==> config.mk <==
export PLATFORM = sky130hd
export DESIGN_NAME = pin_lock_controller
export DESIGN_NICKNAME = d
export VERILOG_FILES = /design/src/rtl/core/plc_pkg.sv /design/src/rtl/core/pin_lock_controller.sv
export SDC_FILE = /design/constraint.sdc
export NUM_CORES = 1
export LEC_CHECK = 0
export CORE_MARGIN = 2
export CORE_UTILIZATION = 45
export CTS_BUF_LIST = sky130_fd_sc_hd__clkbuf_16
export CTS_CLUSTER_DIAMETER = 120
export DETAILED_ROUTE_END_ITERATION = 8
export DONT_BUFFER_PORTS = 1
export PLACE_DENSITY = 0.59
export SKIP_LAST_GASP = 1
export SLEW_MARGIN = 20
export SYNTH_ARGS = -nofsm -noshare
export SYNTH_HDL_FRONTEND = slang
export SYNTH_SLANG_ARGS = --single-unit
==> constraint.sdc <==
create_clock -name clk -period 7.9 [get_ports clk]
set_input_delay 1.58 -clock clk [delete_from_list [all_inputs] [get_ports clk]]
set_output_delay 1.58 -clock clk [all_outputs]
set_load 0.01 [all_outputs]
==> src/rtl/core/plc_pkg.sv <==
// ----------------------------------------------------------------------------
// plc_pkg
// Types and constants shared by the PIN lock controller.
// ----------------------------------------------------------------------------
`default_nettype none

package plc_pkg;

	localparam int PIN_LENGTH = 5;
	localparam int DIG_W      = 3;
	localparam int PADDR_W    = 5;
	localparam int PDATA_W    = 32;

	localparam logic [DIG_W-1:0] PIN_LAST = DIG_W'(PIN_LENGTH);

	// register indexes (paddr[4:2])
	localparam logic [2:0] REG_CW_UNTIL    = 3'd0;
	localparam logic [2:0] REG_PAUSE_UNTIL = 3'd1;
	localparam logic [2:0] REG_ACW_UNTIL   = 3'd2;
	localparam logic [2:0] REG_ALARM_TICKS = 3'd3;
	localparam logic [2:0] REG_MAX_WRONG   = 3'd4;

	// reset values of the registers
	localparam logic [7:0] CW_UNTIL_RST    = 8'd15;
	localparam logic [7:0] PAUSE_UNTIL_RST = 8'd18;
	localparam logic [7:0] ACW_UNTIL_RST   = 8'd33;
	localparam logic [7:0] ALARM_TICKS_RST = 8'd60;
	localparam logic [2:0] MAX_WRONG_RST   = 3'd3;

	// characters and reply bytes
	localparam logic [7:0] OPEN_CHAR   = 8'h2B;
	localparam logic [7:0] CHANGE_CHAR = 8'h2D;
	localparam logic [7:0] READY_BYTE  = 8'h31;
	localparam logic [7:0] PIN_GOOD    = 8'h00;
	localparam logic [7:0] PIN_WRONG   = 8'h01;

	// request kinds
	localparam logic REQ_BYTE = 1'b0;
	localparam logic REQ_TICK = 1'b1;

	// motor drive codes
	localparam logic [1:0] MOTOR_STOP = 2'd0;
	localparam logic [1:0] MOTOR_CW   = 2'd1;
	localparam logic [1:0] MOTOR_ACW  = 2'd2;

	// lock mode codes as seen on the result
	localparam logic [2:0] LOCK_ENROLL = 3'd0;
	localparam logic [2:0] LOCK_IDLE   = 3'd1;
	localparam logic [2:0] LOCK_VERIFY = 3'd2;
	localparam logic [2:0] LOCK_OPEN   = 3'd3;
	localparam logic [2:0] LOCK_ALARM  = 3'd4;

	typedef enum logic [4:0] {
		MODE_ENROLL = 5'b00001,
		MODE_IDLE   = 5'b00010,
		MODE_VERIFY = 5'b00100,
		MODE_OPEN   = 5'b01000,
		MODE_ALARM  = 5'b10000
	} mode_t;

	typedef struct packed {
		logic       req_type;
		logic [7:0] rx_byte;
	} item_t;

	typedef struct packed {
		logic       tx_valid;
		logic [7:0] tx_byte;
		logic [1:0] motor_drive;
		logic       siren_on;
		logic [2:0] lock_mode;
		logic       last;
	} result_t;

endpackage

`default_nettype wire

==> src/rtl/core/pin_lock_controller.sv <==
// ----------------------------------------------------------------------------
// pin_lock_controller
// Combination lock control: PIN enrolment, verification, motor and alarm.
// ----------------------------------------------------------------------------
// Each item (a received byte or a one-second tick) is captured in an input
// register, processed combinationally once the output register is free, and
// its result is then registered in the output register. A good PIN change
// gives two results (0 then 0x31); the second one is held in a spare register
// and the input stalls while it is pending. Otherwise one item is taken every
// clock cycle, limited only by the output stall. The first PIN_LENGTH bytes
// after reset enrol the PIN. The user must write the registers over the APB
// port only while the block is idle; the block itself does not enforce it.
`default_nettype none

module pin_lock_controller (
	input  wire logic                            clk,
	input  wire logic                            arst_n,
	input  wire logic                            item_valid,
	output logic                                 item_stall,
	input  wire plc_pkg::item_t                  item,
	output logic                                 result_valid,
	input  wire logic                            result_stall,
	output plc_pkg::result_t                     result,
	input  wire logic                            psel,
	input  wire logic                            penable,
	input  wire logic                            pwrite,
	input  wire logic [plc_pkg::PADDR_W-1:0]     paddr,
	input  wire logic [plc_pkg::PDATA_W-1:0]     pwdata,
	output logic [plc_pkg::PDATA_W-1:0]          prdata,
	output logic                                 pready
);

	// configuration
	logic [7:0] cw_until_q, pause_until_q, acw_until_q, alarm_ticks_q;
	logic [2:0] max_wrong_q;
	logic       cfg_wr;
	logic [2:0] cfg_idx;

	// input stage
	logic             item_valid_s1;
	plc_pkg::item_t   item_s1;

	// lock state
	plc_pkg::mode_t            mode_q, mode_d;
	logic [7:0]                pin_q [plc_pkg::PIN_LENGTH];
	logic [plc_pkg::DIG_W-1:0] digit_q, digit_d;
	logic                      mismatch_q, mismatch_d;
	logic [2:0]                attempt_q, attempt_d;
	logic [7:0]                tick_q, tick_d;
	logic                      change_q, change_d;
	logic [1:0]                motor_q, motor_d;
	logic                      buzzer_q, buzzer_d;

	// processing
	logic                      fire;
	logic                      out_free;
	logic [plc_pkg::DIG_W-1:0] idx;
	logic [plc_pkg::DIG_W-1:0] idx_next;
	logic [7:0]                tick_inc;
	logic                      bad;
	logic                      pin_wr;
	logic                      two_res;
	logic                      res_tx_valid;
	logic [7:0]                res_tx_byte;
	logic                      res_last;
	logic [2:0]                lock_code;
	plc_pkg::result_t          res0, res1;

	// output side
	logic             pend_valid_q;
	plc_pkg::result_t pend_q;
	plc_pkg::result_t result_q;
	logic             result_valid_q;

	// ---------------------------------------------------------------- apb
	assign pready  = 1'b1;
	assign cfg_idx = paddr[4:2];
	assign cfg_wr  = psel && penable && pwrite;

	always_ff @(posedge clk or negedge arst_n) begin
		if (!arst_n) begin
			cw_until_q    <= plc_pkg::CW_UNTIL_RST;
			pause_until_q <= plc_pkg::PAUSE_UNTIL_RST;
			acw_until_q   <= plc_pkg::ACW_UNTIL_RST;
			alarm_ticks_q <= plc_pkg::ALARM_TICKS_RST;
			max_wrong_q   <= plc_pkg::MAX_WRONG_RST;
		end else if (cfg_wr) begin
			case (cfg_idx)
				plc_pkg::REG_CW_UNTIL:    cw_until_q    <= pwdata[7:0];
				plc_pkg::REG_PAUSE_UNTIL: pause_until_q <= pwdata[7:0];
				plc_pkg::REG_ACW_UNTIL:   acw_until_q   <= pwdata[7:0];
				plc_pkg::REG_ALARM_TICKS: alarm_ticks_q <= pwdata[7:0];
				plc_pkg::REG_MAX_WRONG:   max_wrong_q   <= pwdata[2:0];
				default: ;
			endcase
		end
	end

	always_comb begin
		case (cfg_idx)
			plc_pkg::REG_CW_UNTIL:    prdata = {24'd0, cw_until_q};
			plc_pkg::REG_PAUSE_UNTIL: prdata = {24'd0, pause_until_q};
			plc_pkg::REG_ACW_UNTIL:   prdata = {24'd0, acw_until_q};
			plc_pkg::REG_ALARM_TICKS: prdata = {24'd0, alarm_ticks_q};
			plc_pkg::REG_MAX_WRONG:   prdata = {29'd0, max_wrong_q};
			default:                  prdata = '0;
		endcase
	end

	// ---------------------------------------------------------------- handshake
	assign out_free   = !result_valid_q || !result_stall;
	assign fire       = item_valid_s1 && out_free && !pend_valid_q;
	assign item_stall = item_valid_s1 && !fire;

	always_ff @(posedge clk or negedge arst_n) begin
		if (!arst_n) begin
			item_valid_s1 <= 1'b0;
		end else if (!item_valid_s1 || fire) begin
			item_valid_s1 <= item_valid;
		end
	end

	always_ff @(posedge clk) begin
		if ((!item_valid_s1 || fire) && item_valid) begin
			item_s1 <= item;
		end
	end

	// ---------------------------------------------------------------- next state
	assign idx      = (digit_q < plc_pkg::PIN_LAST) ? digit_q : '0;
	assign idx_next = idx + 1'b1;
	assign tick_inc = tick_q + 8'd1;
	assign bad      = mismatch_q || (pin_q[idx] != item_s1.rx_byte);

	always_comb begin
		mode_d       = mode_q;
		digit_d      = digit_q;
		mismatch_d   = mismatch_q;
		attempt_d    = attempt_q;
		tick_d       = tick_q;
		change_d     = change_q;
		motor_d      = motor_q;
		buzzer_d     = buzzer_q;
		pin_wr       = 1'b0;
		two_res      = 1'b0;
		res_tx_valid = 1'b0;
		res_tx_byte  = plc_pkg::PIN_GOOD;
		res_last     = 1'b1;

		if (item_s1.req_type == plc_pkg::REQ_TICK) begin
			case (mode_q)
				plc_pkg::MODE_OPEN: begin
					tick_d = tick_inc;
					// end threshold wins over the others
					if (tick_inc == acw_until_q) begin
						tick_d  = '0;
						motor_d = plc_pkg::MOTOR_STOP;
						mode_d  = plc_pkg::MODE_IDLE;
					end else if (tick_inc == 8'd1) begin
						motor_d = plc_pkg::MOTOR_CW;
					end else if (tick_inc == cw_until_q) begin
						motor_d = plc_pkg::MOTOR_STOP;
					end else if (tick_inc == pause_until_q) begin
						motor_d = plc_pkg::MOTOR_ACW;
					end
				end
				plc_pkg::MODE_ALARM: begin
					tick_d = tick_inc;
					if (tick_inc == alarm_ticks_q) begin
						tick_d    = '0;
						buzzer_d  = 1'b0;
						attempt_d = '0;
						mode_d    = plc_pkg::MODE_IDLE;
					end else if (tick_inc == 8'd1) begin
						buzzer_d = 1'b1;
					end
				end
				default: ;
			endcase
		end else begin
			case (mode_q)
				plc_pkg::MODE_ENROLL: begin
					pin_wr  = 1'b1;
					digit_d = idx_next;
					if (idx_next >= plc_pkg::PIN_LAST) begin
						digit_d = '0;
						mode_d  = plc_pkg::MODE_IDLE;
					end
				end
				plc_pkg::MODE_IDLE: begin
					if (item_s1.rx_byte == plc_pkg::OPEN_CHAR ||
					    item_s1.rx_byte == plc_pkg::CHANGE_CHAR) begin
						change_d   = (item_s1.rx_byte == plc_pkg::CHANGE_CHAR);
						digit_d    = '0;
						mismatch_d = 1'b0;
						mode_d     = plc_pkg::MODE_VERIFY;
					end
				end
				plc_pkg::MODE_VERIFY: begin
					if (idx_next >= plc_pkg::PIN_LAST) begin
						digit_d      = '0;
						mismatch_d   = 1'b0;
						res_tx_valid = 1'b1;
						if (bad) begin
							attempt_d   = attempt_q + 3'd1;
							res_tx_byte = plc_pkg::PIN_WRONG;
							if ((attempt_q + 3'd1) >= max_wrong_q) begin
								mode_d = plc_pkg::MODE_ALARM;
								tick_d = '0;
							end
						end else begin
							attempt_d = '0;
							if (change_q) begin
								change_d = 1'b0;
								mode_d   = plc_pkg::MODE_ENROLL;
								two_res  = 1'b1;
								res_last = 1'b0;
							end else begin
								mode_d = plc_pkg::MODE_OPEN;
								tick_d = '0;
							end
						end
					end else begin
						digit_d    = idx_next;
						mismatch_d = bad;
					end
				end
				plc_pkg::MODE_OPEN, plc_pkg::MODE_ALARM: ;
				default: mode_d = plc_pkg::MODE_IDLE;
			endcase
		end
	end

	always_comb begin
		case (mode_d)
			plc_pkg::MODE_ENROLL: lock_code = plc_pkg::LOCK_ENROLL;
			plc_pkg::MODE_IDLE:   lock_code = plc_pkg::LOCK_IDLE;
			plc_pkg::MODE_VERIFY: lock_code = plc_pkg::LOCK_VERIFY;
			plc_pkg::MODE_OPEN:   lock_code = plc_pkg::LOCK_OPEN;
			plc_pkg::MODE_ALARM:  lock_code = plc_pkg::LOCK_ALARM;
			default:              lock_code = plc_pkg::LOCK_IDLE;
		endcase
	end

	always_comb begin
		res0.tx_valid    = res_tx_valid;
		res0.tx_byte     = res_tx_byte;
		res0.motor_drive = motor_d;
		res0.siren_on    = buzzer_d;
		res0.lock_mode   = lock_code;
		res0.last        = res_last;
		res1             = res0;
		res1.tx_byte     = plc_pkg::READY_BYTE;
		res1.last        = 1'b1;
	end

	always_ff @(posedge clk or negedge arst_n) begin
		if (!arst_n) begin
			mode_q     <= plc_pkg::MODE_ENROLL;
			digit_q    <= '0;
			mismatch_q <= 1'b0;
			attempt_q  <= '0;
			tick_q     <= '0;
			change_q   <= 1'b0;
			motor_q    <= plc_pkg::MOTOR_STOP;
			buzzer_q   <= 1'b0;
		end else if (fire) begin
			mode_q     <= mode_d;
			digit_q    <= digit_d;
			mismatch_q <= mismatch_d;
			attempt_q  <= attempt_d;
			tick_q     <= tick_d;
			change_q   <= change_d;
			motor_q    <= motor_d;
			buzzer_q   <= buzzer_d;
		end
	end

	// pin digits hold no reset value
	always_ff @(posedge clk) begin
		if (fire && pin_wr) begin
			pin_q[idx] <= item_s1.rx_byte;
		end
	end

	// ---------------------------------------------------------------- results
	always_ff @(posedge clk or negedge arst_n) begin
		if (!arst_n) begin
			result_valid_q <= 1'b0;
			pend_valid_q   <= 1'b0;
		end else if (out_free) begin
			if (pend_valid_q) begin
				result_valid_q <= 1'b1;
				pend_valid_q   <= 1'b0;
			end else begin
				result_valid_q <= fire;
				pend_valid_q   <= fire && two_res;
			end
		end
	end

	always_ff @(posedge clk) begin
		if (out_free) begin
			if (pend_valid_q) begin
				result_q <= pend_q;
			end else if (fire) begin
				result_q <= res0;
				pend_q   <= res1;
			end
		end
	end

	assign result_valid = result_valid_q;
	assign result       = result_q;

endmodule

`default_nettype wire

==> out/qor.csv <==
metric,value,unit
status,completed,
RSZ-0062 raised after global routing,no,
Unique masters post-synth,84,
crit path cell chain,nor2b_1 > ha_1 > or3b_2 > a21oi_1 > a21o_2 > nor2_1 > or2b_4 > o32ai_2 > a2111o_1 > nor3_2 > mux2_2,
fin nets,690,
CP max stage cell,dfrtp_1,
leakage,3.14,nW
Gate Count Post-Synth,643,
share of cells above drive strength 1,19.2,%
final hold vios,0,
initial antenna violation count,0,
aggregate routed wire length,15.5,mm
IO Count,104,
ys async rst share,48.4,%
Setup CP Type,register to register,
"flops & latches, synth",128,
remaining global-route overflow,0,
Crit path max-delay family,simple AND/OR/NAND/NOR gates,
mux cell area share after synthesis,10.8,%
Peak VDD IR,0.000166,V
clk_lat worst skew,430,ps
dpl hpwl,10.8,mm
WP data arrival,4290,ps
Synth Area in Adders,1.69,%
Syn Std Cell Area,0.00741,mm2
DRC Markers,0,
fin crit period,4000,ps
Final Non-Filler Cells,856,
Max H-tree Level,4,
initial core utilization,46.3,%
worst reg2reg setup slack,3900,ps
Clock Sinks,128,
Tcrit/Tclk final,50.6,%
compound-cell area share of the yosys netlist,11.0,%
drt wl/cell,18.1,um
CTS root buffer,clkbuf_16,
total core area,0.0160,mm2
Crit path required time,8190,ps
number of global-route vias before repair,4732,
"Primary FF master, synth",edfxtp_1,
cts-stage hold buffer count,0,
Final setup viols,0,
Simple-Gate Fraction of Synth Area,13.9,%
Worst Max-Slew Pin Slew,964,ps
Clock transition at path regs,60,ps
DP Cell Count,824,
ANT nets after route,0,
Placer Congestion,0.818,
first-pass GRT wire length,25.3,mm
antenna cells,0,
Worst Hold Class,register to register,
Yosys Warn Count,0,
max-slew violations,0,
number of enable flip-flop cells after synthesis,66,
MaxCap Viol Count,0,
CP Max Fanout,26,
"Seq/Total Area, Yosys",47.9,%
Critical Path Max Stage Delay,930,ps
R2R Path End,result[3],
syn avg cell area,11.5,um2
setup TNS,0,ps
post-cts resize count,0,
hold slack,495,ps
area grow syn2layout,6.92,%
buffer count from post-CTS setup fixing,0,
Die ar.,0.0175,mm2
Worst Skew,16.3,ps
Relative slew margins,35.7,%
Global Route Usage Sum,18.3,%
Hold Path Cell Cnt,2,
die height,132,um
fmax,0.250,GHz
worst r2r src,digit_q[1],
largest net degree at the start of global routing,63,
# port buffers,0,
DRT iter0 DRCs,253,
CTS Buf Count,17,
Std-Cell Rows,46,
Hold Crit Endpoint,mismatch_q,
CP Capture Type,register,
routed vias,4791,
Via density,5.60,
Die Wd,132,um
"Buf+Inv Stages, Crit Path",0,
drt pass-1 iters,4,
largest family of logic cells by synthesized area,simple AND/OR/NAND/NOR gates,
Post-Synth XOR/XNOR Area,7.14,%
Power Dens Cells,266,mW/mm2
CP Launch Type,register,
clock tree from TritonCTS,yes,
Hold Crit Start,mismatch_q,
Worst R2R Path Depth,11,
CTS max path bufs,2,
-- cell usage after synthesis (4+ instances only) --
cell type	count	area, um2
dfstp_2	15	394
o22ai_1	6	37.5
inv_1	22	82.6
o21a_1	6	45.0
nand4_1	5	31.3
mux4_2	10	225
buf_6	9	101
o21ai_0	38	190
mux2_2	37	417
o211a_1	5	50.1
nand3_1	15	75.1
buf_4	33	248
xnor2_1	21	184
dfrtp_1	47	1180
edfxtp_1	66	1980
o31ai_1	9	67.6
nor3_1	16	80.1
nand2_1	49	184
ha_1	10	125
nor3b_1	4	30.0
nor4_1	5	31.3
clkbuf_1	15	56.3
nor2_1	31	116
and2_1	5	31.3
nand2b_1	10	62.6
mux2i_1	16	160
nand3b_1	5	37.5
xnor3_1	7	158
or3_1	6	37.5
buf_2	5	25.0
nor2b_1	11	68.8
a21oi_1	17	85.1
xor2_1	16	140
-- state kept, by name, indices dropped and copies added, names as in the netlist, 3 cells and up --
| name | count |
|---|---|
| pin_q | 40 |
| result | 10 |
| item_s1 | 9 |
| acw_until_q | 8 |
| alarm_ticks_q | 8 |
| cw_until_q | 8 |
| pause_until_q | 8 |
| tick_q | 8 |
| pend_q | 7 |
| mode_q | 5 |
| attempt_q | 3 |
| digit_q | 3 |
| max_wrong_q | 3 |
-- stage by stage --
stage | worst slack [ps] | power, mW | instance area [um2] | utilization, %
2_1_floorplan | 3320 | 1.31 | 7520 | -
3_3_place_gp | 4020 | 1.34 | 7350 | 45.9
3_5_place_dp | 3950 | 1.36 | 7350 | 45.9
4_1_cts | 3910 | 2.12 | 7920 | 49.5
5_1_grt | 3680 | 2.22 | 7920 | 49.5
6_report | 3900 | 2.11 | 7920 | 49.5
-- area by class of cell --
cell class | instances | area (um2)
Fill cell | 1480 | 8080
Sequential cell | 128 | 3550
Multi-Input combinational cell | 455 | 3430
Clock buffer | 17 | 425
Tap cell | 216 | 270
Clock inverter | 15 | 144
Inverter | 22 | 82.6
Timing Repair Buffer | 3 | 22.5
-- report_power, final --
group / leakage [nW] / internal, mW / switching (mW) / total [mW]
clock: 0.270 / 0.461 / 0.299 / 0.760
sequential: 1.37 / 0.789 / 0.118 / 0.907
combinational: 1.50 / 0.218 / 0.221 / 0.439
-- worst reg2reg max path: stages (launching register included) --
cell and delay, ps:
dfrtp_1 930, nor2b_1 480, ha_1 330, or3b_2 460
a21oi_1 220, a21o_2 170, nor2_1 60, or2b_4 270
o32ai_2 120, a2111o_1 460, nor3_2 200, mux2_2 170
-- layout by cell type (no fill, tap or decap), types with 16 or more instances in the layout --
cell       count
a21oi_1       17
mux2_2        37
inv_1         22
nor2_1        31
mux2i_1       16
clkbuf_16     17
xor2_1        16
conb_1        30
dfrtp_1       46
xnor2_1       21
nand2_1       49
edfxtp_1      66
o21ai_0       38
-- kinds of logic after synthesis --
group | count (synthesis)
simple gates | 188
buf+inv | 88
mux | 63
fa+ha+maj | 10
compound gates | 118
flops | 128
other cells | 2
xor+xnor | 46
-- metal layers --
| metal | global-route usage, % | vias up | part of all wire (%) |
|---|---|---|---|
| met5 | 0 | - | 0 |
| met4 | 5.32 | 0 | 1.1 |
| met3 | 4.77 | 11 | 5.3 |
| met2 | 27.5 | 133 | 45 |
| met1 | 26.3 | 2386 | 48 |
| li1 | - | 2261 | - |
-- worst max path at each step --
stage / startpoint / to / slack, ps / depth (start not counted)
3_3_place_gp: digit_q[0] / result[3] / 4020 / 11
5_1_grt: digit_q[1] / result[3] / 3680 / 11
4_1_cts: digit_q[1] / result[3] / 3910 / 11
6_report: digit_q[1] / result[3] / 3900 / 11
2_1_floorplan: paddr[3] / prdata[6] / 3320 / 4
3_5_place_dp: digit_q[1] / result[3] / 3950 / 11
No activity file was read; power rests on OpenSTA's default activity.
